$ cat src/cpvt_pkg.sv
// Shared types and constants for the change-point version table.
// Holds the controller states, the command and status structs and defaults.
// No dependencies.
package cpvt_pkg;

    localparam int DEF_TABLE_DEPTH = 64;
    localparam int DEF_COUNT_WIDTH = 32;
    localparam int VER_W           = 16;
    localparam int POS_W           = 32;
    localparam int TUPLE_LEN       = 7;

    typedef enum logic [2:0] {
        ST_IDLE,
        ST_SCAN,
        ST_DECIDE,
        ST_SHIFT,
        ST_WRITE,
        ST_RESP
    } t_state;

    typedef enum logic [2:0] {
        IDX_HOLD,
        IDX_ZERO,
        IDX_INC,
        IDX_DEC,
        IDX_LAST
    } t_idx_op;

    typedef enum logic [1:0] {
        RES_LOOKUP,
        RES_CHANGED,
        RES_NONE,
        RES_FULL
    } t_res;

    typedef struct packed {
        logic    ld_item;
        t_idx_op idx_op;
        logic    take_floor;
        logic    wr_shift;
        logic    wr_over;
        logic    wr_ins;
        logic    cnt_inc;
        logic    res_set;
        t_res    res;
        logic    out_load;
    } t_cmd;

    typedef struct packed {
        logic count_zero;
        logic scan_hit;
        logic scan_last;
        logic is_lookup;
        logic span_zero;
        logic floor_ver_eq;
        logic floor_tuple_eq;
        logic full;
        logic span_at_count;
        logic shift_done;
        logic out_busy;
    } t_status;

endpackage

$ cat src/cpvt_ctrl.sv
// Sequencer for the version table: scan, decide, shift, write, respond.
// Drives the datapath through cpvt_pkg::t_cmd and reads cpvt_pkg::t_status.
// Depends on cpvt_pkg.
module cpvt_ctrl (
    input  logic             i_clk,
    input  logic             i_rst_n,
    input  logic             i_in_valid,
    output logic             o_in_stall,
    input  cpvt_pkg::t_status i_status,
    output cpvt_pkg::t_cmd   o_cmd
);
    import cpvt_pkg::*;

    t_state r_state;
    t_state n_state;

    always_ff @(posedge i_clk) begin
        if (!i_rst_n) begin
            r_state <= ST_IDLE;
        end else begin
            r_state <= n_state;
        end
    end

    always_comb begin
        n_state    = r_state;
        o_cmd      = '0;
        o_cmd.idx_op = IDX_HOLD;
        o_cmd.res  = RES_NONE;
        o_in_stall = (r_state != ST_IDLE);
        unique case (r_state)
            ST_IDLE: begin
                if (i_in_valid) begin
                    o_cmd.ld_item = 1'b1;
                    o_cmd.idx_op  = IDX_ZERO;
                    n_state = i_status.count_zero ? ST_DECIDE : ST_SCAN;
                end
            end
            ST_SCAN: begin
                if (i_status.scan_hit) begin
                    o_cmd.take_floor = 1'b1;
                    if (i_status.scan_last) begin
                        n_state = ST_DECIDE;
                    end else begin
                        o_cmd.idx_op = IDX_INC;
                    end
                end else begin
                    n_state = ST_DECIDE;
                end
            end
            ST_DECIDE: begin
                n_state = ST_RESP;
                priority if (i_status.is_lookup) begin
                    o_cmd.res_set = 1'b1;
                    o_cmd.res     = RES_LOOKUP;
                end else if (!i_status.span_zero && i_status.floor_ver_eq) begin
                    o_cmd.wr_over = 1'b1;
                    o_cmd.res_set = 1'b1;
                    o_cmd.res     = RES_CHANGED;
                end else if (!i_status.span_zero && i_status.floor_tuple_eq) begin
                    o_cmd.res_set = 1'b1;
                    o_cmd.res     = RES_NONE;
                end else if (i_status.full) begin
                    o_cmd.res_set = 1'b1;
                    o_cmd.res     = RES_FULL;
                end else if (i_status.span_at_count) begin
                    n_state = ST_WRITE;
                end else begin
                    o_cmd.idx_op = IDX_LAST;
                    n_state = ST_SHIFT;
                end
            end
            ST_SHIFT: begin
                o_cmd.wr_shift = 1'b1;
                if (i_status.shift_done) begin
                    n_state = ST_WRITE;
                end else begin
                    o_cmd.idx_op = IDX_DEC;
                end
            end
            ST_WRITE: begin
                o_cmd.wr_ins  = 1'b1;
                o_cmd.cnt_inc = 1'b1;
                o_cmd.res_set = 1'b1;
                o_cmd.res     = RES_CHANGED;
                n_state = ST_RESP;
            end
            ST_RESP: begin
                if (!i_status.out_busy) begin
                    o_cmd.out_load = 1'b1;
                    n_state = ST_IDLE;
                end
            end
            default: begin
                n_state = ST_IDLE;
            end
        endcase
    end

endmodule

$ cat config.mk
export PLATFORM = sky130hd
export DESIGN_NAME = cpvt_ctrl
export DESIGN_NICKNAME = d
export VERILOG_FILES = /design/src/cpvt_pkg.sv /design/src/cpvt_ctrl.sv
export SDC_FILE = /design/constraint.sdc
export NUM_CORES = 1
export LEC_CHECK = 0
export BUFFER_PORTS_ARGS = -buffer_cell sky130_fd_sc_hd__buf_2
export CAP_MARGIN = 20
export CORE_AREA = 5 5 42 44
export CTS_BUF_LIST = sky130_fd_sc_hd__clkbuf_16
export DETAILED_ROUTE_END_ITERATION = 12
export DIE_AREA = 0 0 47 49
export HOLD_SLACK_MARGIN = 0.1
export PLACE_DENSITY = 0.62
export SETUP_SLACK_MARGIN = 0.02
export SYNTH_ARGS = -nofsm -noshare
export SYNTH_HDL_FRONTEND = slang
export SYNTH_SLANG_ARGS = --single-unit
$ cat constraint.sdc
create_clock -name i_clk -period 2.42 [get_ports i_clk]
set_input_delay 0.484 -clock i_clk [delete_from_list [all_inputs] [get_ports i_clk]]
set_output_delay 0.484 -clock i_clk [all_outputs]
set_load 0.02 [all_outputs]
==> results.py, run 1 <==
metrics = {
    "outcome": {
        "outcome": "finished clean",
    },
    "clocking": {
        "cts_root_buf": "clkbuf_16",
        "post_cts_buffers": 0,
        "htreeDepth": 1,
        "cts.sinks": 3,
        "cts-buffers-inserted": 3,
        "tritoncts": "yes",
        "cts_max_path_buffers": 2,
        "cts_resized": 0,
        "clkTransAtPathRegs_ps": 30,
        "clock_latency_ps": 220,
        "postCtsHoldBufs": 0,
    },
    "timing": {
        "rsz0062_at_grt": "false",
        "setup_viol": 0,
        "timing.slew.headroom_pct": 72.33,
        "holdWs_ps": 545.5,
        "finalCritPeriodShare_pct": 86.21,
        "tns_ps": 0,
        "fmax_ghz": 0.4793,
        "final.setup_skew_ps": 3.305,
        "maxSlewViolCount": 0,
        "finalCriticalPeriod_ps": 2086,
        "worstMarginPinSlew_ps": 414.5,
        "hold_viol": 0,
    },
    "power": {
        "p_leak_nw": 0.3085,
        "p_clk_share_pct": 44.1,
        "power_frac_comb_pct": 40.0,
        "seqPwrFrac_pct": 15.8,
        "internal_power_mw": 0.3659,
        "switchingPower_mw": 0.2208,
        "switching_share_pct": 37.64,
        "p_per_area_mw_per_mm2": 945.4,
        "peakVddDrop_mv": 0.5308,
    },
    "drt": {
        "vias_per_cell": 5.179,
        "wl_per_cell_um": 11.60,
        "route.detailed.drc": 0,
        "drt-initial-drc-count": 6,
        "ant_nets": 0,
        "wl_um": 1230,
        "num_vias": 549,
        "firstDrtPassIters": 4,
    },
    "final_layout": {
        "largest_register_ffs": 3,
        "n_antenna_cell": 0,
        "drive_above_1_share_pct": 40.00,
        "largest_register": "r_state",
        "layout.cells.non_filler": 106,
        "nets": 105,
        "top_regs": "r_state (3)",
        "syn_to_final_growth_pct": 52.62,
    },
    "floorplan": {
        "num_rows": 14,
        "ios": 28,
        "initial_utilization_pct": 29.02,
        "fp.dieW_um": 47,
        "coreArea_mm2": 0.001401,
        "die_h_um": 49,
        "dieArea_mm2": 0.002303,
    },
    "setup_path": {
        "arrival_ps": 1600,
        "cp-start-kind": "flip-flop",
        "cp_max_fo": 14,
        "worstPathRequired_ps": 1940,
        "crit_type": "reg2out",
        "end_kind": "output port",
    },
    "place": {
        "place.gp.congestion": 0.8328,
        "numPortBuffers": 27,
        "post-dp-hpwl_um": 1001,
        "place_inst": 102,
    },
    "global_routing": {
        "track_usage_pct": 11.95,
        "grt_max_degree": 15,
        "grt_pass1_vias": 512,
        "antenna_found_initial": 0,
        "grt_remaining_overflow": 0,
        "grt_pass1_wl_um": 2076,
    },
    "synthesis": {
        "synth_commonest_cells": "a21oi_1, nor2_1, nand2_1, inv_1, nand2b_1",
        "yosys.area.top_type": "dfxtp_1",
        "synth_top_area_share_pct": 14.77,
        "ys_seq_elements": 3,
        "synth_edf_count": 0,
        "syn_area_um2": 406.6,
        "synth-async-reset-ratio_pct": 0,
        "seq_area_frac_synth_pct": 14.77,
        "synthesis.nets": 76,
        "synthCells": 62,
        "ys_top_cells_by_area": "dfxtp_1, a21oi_1, nor2_1",
        "synth_warnings": 0,
        "synthFlopType": "dfxtp_1",
        "avgSynthCellArea_um2": 6.559,
        "yosys.cell_types.count": 29,
    },
    "worst_hold_path": {
        "holdCritPathClass": "in2reg",
    },
    "flow_run": {
        "cap_violations": 0,
    },
}
-- final timing paths --
| check | startpoint | endpoint | slack [ps] | cells after the start |
|---|---|---|---|---|
| max | r_state[1] | o_cmd[1] | 330 | 4 |
| min reg2reg | r_state[0] | r_state[0] | 670 | 2 |
| min | i_status[0] | r_state[2] | 550 | 3 |
| max reg2reg | r_state[1] | r_state[2] | 980 | 4 |
-- through the flow --
stage	worst slack (ps)	power, mW	utilization, %	cell area, um2
CTS	356.6	0.5926	44.29	620.6
finish	333.7	0.5867	44.29	620.6
floorplan	533.3	0.2603	-	406.6
global route	232.2	0.6251	44.29	620.6
detailed placement	427.3	0.3281	38.66	541.8
global placement	474.5	0.3276	38.66	541.8
-- cells in the final DEF (no fill, tap or decap), types with 2 or more instances in the layout --
cell and count:
o22ai_1 2, nor2_1 8, buf_2 27, nand2b_1 4
inv_1 5, nand3_1 3, dfxtp_1 3, a21oi_1 8
or3_1 3, nor3_1 2, nand2_1 6, clkbuf_16 3
-- routing by layer --
| layer | global-route usage, % | wire (um) | up-vias |
|---|---|---|---|
| met4 | 4.147 | 0 | 0 |
| met5 | 0 | 0 | - |
| met1 | 14.44 | 510 | 251 |
| met3 | 4.797 | 114 | 0 |
| met2 | 18.55 | 605 | 22 |
| li1 | - | - | 276 |
-- logic make-up (layout without fill, tap and decap cells) --
family	Yosys count	count (layout)	share of synthesized area (%)
AND/OR/NAND/NOR	33	33	43.08
AO/OA/AOI/OAI	18	18	32.61
buffers and inverters	8	36	9.537
flip-flops	3	3	14.77
-- power groups by stage --
stage               registers [mW]  logic [mW]  clock network [mW]
floorplan                   0.0705       0.190                   0
global placement            0.0928       0.235                   0
detailed placement          0.0920       0.236                   0
CTS                         0.0915       0.237               0.264
global route                0.0966       0.259               0.270
finish                      0.0928       0.235               0.259
-- cell type report --
class	count	area, um2
Clock buffer	3	75.07
Inverter	5	18.77
Tap cell	16	20.02
Timing Repair Buffer	27	135.1
Multi-Input combinational cell	51	307.8
Clock inverter	1	3.754
Sequential cell	3	60.06
Fill cell	153	780.7
-- critical path, cell delays in order (launching register included) --
cell,delay [ps]
dfxtp_1,560
nand2b_1,160
or3_1,330
a21oi_1,150
buf_2,180
(Power assumes the default switching activity.)
==> run 2, diff against run 1 <==
--- a/config.mk
+++ b/config.mk
@@ -12,7 +12,7 @@
 export DETAILED_ROUTE_END_ITERATION = 12
 export DIE_AREA = 0 0 47 49
 export HOLD_SLACK_MARGIN = 0.1
-export PLACE_DENSITY = 0.62
+export PLACE_DENSITY = 0.66
 export SETUP_SLACK_MARGIN = 0.02
 export SYNTH_ARGS = -nofsm -noshare
 export SYNTH_HDL_FRONTEND = slang
==> results.py, run 2 (synthesis results as in run 1) <==
metrics = {
    "global_routing": {
        "track_usage_pct": 10.75,
        "grt_max_degree": 15,
        "grt_pass1_wl_um": 1897,
        "antenna_found_initial": 0,
        "grt_pass1_vias": 484,
        "grt_remaining_overflow": 0,
    },
    "drt": {
        "wl_um": 1244,
        "vias_per_cell": 5.000,
        "firstDrtPassIters": 4,
        "ant_nets": 0,
        "num_vias": 530,
        "route.detailed.drc": 0,
        "wl_per_cell_um": 11.74,
        "drt-initial-drc-count": 10,
    },
    "timing": {
        "tns_ps": 0,
        "final.setup_skew_ps": 1.045,
        "finalCriticalPeriod_ps": 2075,
        "fmax_ghz": 0.4818,
        "hold_viol": 0,
        "setup_viol": 0,
        "timing.slew.headroom_pct": 72.42,
        "rsz0062_at_grt": "false",
        "holdWs_ps": 547.2,
        "maxSlewViolCount": 0,
        "worstMarginPinSlew_ps": 413.2,
        "finalCritPeriodShare_pct": 85.76,
    },
    "worst_hold_path": {
        "min_to": "r_state[2]",
        "holdCritPathClass": "in2reg",
        "min_delay_path_depth": 3,
        "hold_start": "i_status[0]",
    },
    "setup_path": {
        "critPathSlowestCell": "dfxtp_1",
        "r2r_slack_ps": 990,
        "cp-start-kind": "flip-flop",
        "r2r-end": "r_state[2]",
        "crit_type": "reg2out",
        "startpoint": "r_state[1]",
        "cp_max_fo": 14,
        "worstPathCellList": "nand2b_1, or3_1, a21oi_1, buf_2",
        "reg2regPathDepth": 4,
        "r2r-start": "r_state[1]",
        "arrival_ps": 1590,
        "critPathMaxStageDelay_ps": 560,
        "worstPathRequired_ps": 1940,
        "end_kind": "output port",
    },
    "power": {
        "switchingPower_mw": 0.2169,
        "internal_power_mw": 0.3656,
        "finalPower_mw": 0.5825,
        "p_per_area_mw_per_mm2": 938.6,
        "peakVddDrop_mv": 0.7188,
        "p_leak_nw": 0.3085,
        "seqPwrFrac_pct": 15.8,
        "power_frac_comb_pct": 40.2,
        "switching_share_pct": 37.23,
        "p_clk_share_pct": 44.0,
    },
    "clocking": {
        "clkTransAtPathRegs_ps": 30,
        "postCtsHoldBufs": 0,
        "post_cts_buffers": 0,
        "clock_latency_ps": 220,
        "cts_resized": 0,
        "cts_root_buf": "clkbuf_16",
        "cts_max_path_buffers": 2,
        "tritoncts": "yes",
        "cts.sinks": 3,
        "htreeDepth": 1,
        "cts-buffers-inserted": 3,
    },
    "floorplan": {
        "num_rows": 14,
        "coreArea_mm2": 0.001401,
        "initial_utilization_pct": 29.02,
        "ios": 28,
        "die_h_um": 49,
        "fp.dieW_um": 47,
        "dieArea_mm2": 0.002303,
    },
    "final_layout": {
        "mostFrequentLayoutCell": "buf_2",
        "nets": 105,
        "n_antenna_cell": 0,
        "largest_register_ffs": 3,
        "syn_to_final_growth_pct": 52.62,
        "top_regs": "r_state (3)",
        "final_cell_mix": "buf_2, nor2_1, a21oi_1",
        "drive_above_1_share_pct": 40.00,
        "largest_register": "r_state",
    },
    "place": {
        "place.gp.congestion": 0.7872,
        "numPortBuffers": 27,
    },
    "outcome": {
        "outcome": "finished clean",
    },
    "flow_run": {
        "cap_violations": 0,
    },
}
run 2: cell counts in the layout (fill, tap and decap cells not counted):
No cell type changed its count.
run 2: stage by stage:
| step | instance area, um2 | instances | setup slack (ps) | util [%] |
|---|---|---|---|---|
| after floorplan | 406.6 | 62 | 533.3 | - |
| after global placement | 541.8 | 102 | 466.0 | 38.66 |
| after detailed placement | 541.8 | 102 | 434.1 | 38.66 |
| after CTS | 620.6 | 106 | 337.6 | 44.29 |
| after global routing | 620.6 | 106 | 254.6 | 44.29 |
| final | 620.6 | 106 | 344.6 | 44.29 |
run 2: final cells by class:
class | count | area (um2)
Fill cell | 148 | 780.7
Multi-Input combinational cell | 51 | 307.8
Timing Repair Buffer | 27 | 135.1
Clock buffer | 3 | 75.07
Sequential cell | 3 | 60.06
Tap cell | 16 | 20.02
Inverter | 5 | 18.77
Clock inverter | 1 | 3.754
run 2: worst max path at each step:
stage / endpoint
after floorplan: o_cmd[1]
after global placement: o_cmd[1]
after detailed placement: o_cmd[1]
after CTS: o_cmd[1]
after global routing: o_cmd[1]
final: o_cmd[1]
run 2: worst max-delay path: cells and delay by family (launching register included):
kind	cells	cell delay [ps]
DFF	1	560
and+or+nand+nor	2	500
buffers and inverters	1	180
AOI/OAI and AO/OA	1	140
run 2: power groups by stage:
| stage | combinational (mW) | sequential [mW] | clock [mW] |
|---|---|---|---|
| 3_5_place_dp | 0.234 | 0.0924 | 0 |
| 3_3_place_gp | 0.234 | 0.0924 | 0 |
| 2_1_floorplan | 0.190 | 0.0705 | 0 |
| 5_1_grt | 0.256 | 0.0959 | 0.265 |
| 4_1_cts | 0.237 | 0.0920 | 0.261 |
| 6_report | 0.234 | 0.0923 | 0.256 |
run 2: layer usage:
layer	routed length, um	global-route usage [%]	vias to the layer above
met5	0	0	-
met4	0	2.765	0
met3	67	2.214	0
met2	666	19.46	18
met1	510	12.01	236
li1	-	-	276
==> run 3, diff against run 2 <==
--- a/config.mk
+++ b/config.mk
@@ -5,7 +5,7 @@
 export SDC_FILE = /design/constraint.sdc
 export NUM_CORES = 1
 export LEC_CHECK = 0
-export BUFFER_PORTS_ARGS = -buffer_cell sky130_fd_sc_hd__buf_2
+export BUFFER_PORTS_ARGS = -buffer_cell sky130_fd_sc_hd__buf_4
 export CAP_MARGIN = 20
 export CORE_AREA = 5 5 42 44
 export CTS_BUF_LIST = sky130_fd_sc_hd__clkbuf_16
==> results.py, run 3 (synthesis results as in run 1) <==
metrics = {
    "drt": {
        "wl_per_cell_um": 11.63,
        "drt-initial-drc-count": 0,
        "wl_um": 1233,
        "route.detailed.drc": 0,
        "vias_per_cell": 5.019,
        "ant_nets": 0,
        "num_vias": 532,
        "firstDrtPassIters": 1,
    },
    "floorplan": {
        "initial_utilization_pct": 29.02,
        "die_h_um": 49,
        "coreArea_mm2": 0.001401,
        "fp.dieW_um": 47,
        "dieArea_mm2": 0.002303,
        "num_rows": 14,
        "ios": 28,
    },
    "place": {
        "post-dp-hpwl_um": 1025,
        "numPortBuffers": 27,
        "dp_slack_ps": 455.0,
        "place.gp.congestion": 0.8043,
    },
    "flow_run": {
        "cap_violations": 0,
    },
    "power": {
        "seqPwrFrac_pct": 15.1,
        "switchingPower_mw": 0.2158,
        "peakVddDrop_mv": 0.8534,
        "power_frac_comb_pct": 43.6,
        "internal_power_mw": 0.3937,
        "finalPower_mw": 0.6095,
        "p_per_area_mw_per_mm2": 885.7,
        "p_clk_share_pct": 41.3,
        "p_leak_nw": 0.3226,
        "switching_share_pct": 35.40,
    },
    "worst_hold_path": {
        "min_delay_path_depth": 2,
        "hold_start": "i_rst_n",
        "holdCritPathClass": "in2reg",
        "min_to": "r_state[1]",
    },
    "final_layout": {
        "fillers": 163,
        "drive_above_1_share_pct": 40.00,
        "mostFrequentLayoutCell": "buf_4",
        "multi_input_area_um2": 307.8,
        "top_regs": "r_state (3)",
        "regArea_um2": 60.06,
        "final_cell_mix": "buf_4, nor2_1, a21oi_1",
        "largest_register": "r_state",
        "syn_to_final_growth_pct": 69.23,
        "nets": 105,
        "n_antenna_cell": 0,
        "largest_register_ffs": 3,
    },
    "timing": {
        "tns_ps": 0,
        "setup_viol": 0,
        "timing.slew.headroom_pct": 72.76,
        "finalCritPeriodShare_pct": 84.42,
        "final.setup_skew_ps": 1.050,
        "finalCriticalPeriod_ps": 2043,
        "holdWs_ps": 543.0,
        "hold_viol": 0,
        "maxSlewViolCount": 0,
        "fin_ws_ps": 376.9,
        "rsz0062_at_grt": "false",
        "fmax_ghz": 0.4895,
        "worstMarginPinSlew_ps": 408.0,
    },
    "setup_path": {
        "cp_max_fo": 14,
        "reg2regPathDepth": 4,
        "end_kind": "output port",
        "arrival_ps": 1560,
        "r2r-end": "r_state[2]",
        "r2r-start": "r_state[1]",
        "r2r_slack_ps": 990,
        "crit_type": "reg2out",
        "worstPathRequired_ps": 1940,
        "cp-start-kind": "flip-flop",
    },
    "clocking": {
        "cts-buffers-inserted": 3,
        "post_cts_buffers": 0,
        "tritoncts": "yes",
        "htreeDepth": 1,
        "clock_latency_ps": 220,
        "cts_resized": 0,
        "postCtsHoldBufs": 0,
        "clkTransAtPathRegs_ps": 30,
        "cts_max_path_buffers": 2,
        "cts_root_buf": "clkbuf_16",
        "cts.sinks": 3,
    },
    "global_routing": {
        "antenna_found_initial": 0,
        "track_usage_pct": 11.39,
        "grt_pass1_wl_um": 2042,
        "grt_pass1_vias": 518,
        "grt_remaining_overflow": 0,
        "grt_max_degree": 15,
    },
    "outcome": {
        "outcome": "finished clean",
    },
}
run 3: cell counts in the layout (fill, tap and decap cells not counted):
No cell type changed its count.
run 3: how the worst max path moves through the flow:
stage | startpoint | slack [ps] | to | cells after the start
2_1_floorplan | i_status[5] | 530 | o_cmd[1] | 4
3_3_place_gp | i_status[6] | 480 | o_cmd[1] | 6
3_5_place_dp | i_status[6] | 460 | o_cmd[1] | 6
4_1_cts | r_state[1] | 350 | o_cmd[1] | 4
5_1_grt | r_state[1] | 250 | o_cmd[1] | 4
6_report | r_state[1] | 380 | o_cmd[1] | 4
run 3: through the flow:
step | util [%] | instance area (um2) | instances
floorplan | - | 406.6 | 62
global placement | 43.48 | 609.3 | 102
detailed placement | 43.48 | 609.3 | 102
CTS | 49.11 | 688.2 | 106
global route | 49.11 | 688.2 | 106
finish | 49.11 | 688.2 | 106
run 3: cell type report:
class                           instances  area share (%)
Clock buffer                            3           10.91
Clock inverter                          1          0.5455
Inverter                                5           2.727
Multi-Input combinational cell         51           44.73
Sequential cell                         3           8.727
Tap cell                               16           2.909
Timing Repair Buffer                   27           29.45
run 3: routing by layer:
metal,routed length (um),vias to the layer above,GRT usage (%)
li1,-,276,-
met1,505,245,13.57
met2,660,11,19.68
met3,66,0,3.690
met4,0,0,1.382
met5,0,-,0
run 3: worst max-delay path: stages (launching register included):
cell	delay, ps
dfxtp_1	560
nand2b_1	160
or3_1	320
a21oi_1	150
buf_4	160
run 3: power groups by stage:
stage / clock (mW) / combinational, mW / sequential, mW
floorplan: 0 / 0.190 / 0.0705
global placement: 0 / 0.267 / 0.0927
detailed placement: 0 / 0.268 / 0.0924
CTS: 0.256 / 0.269 / 0.0922
global route: 0.266 / 0.290 / 0.0970
finish: 0.252 / 0.266 / 0.0919
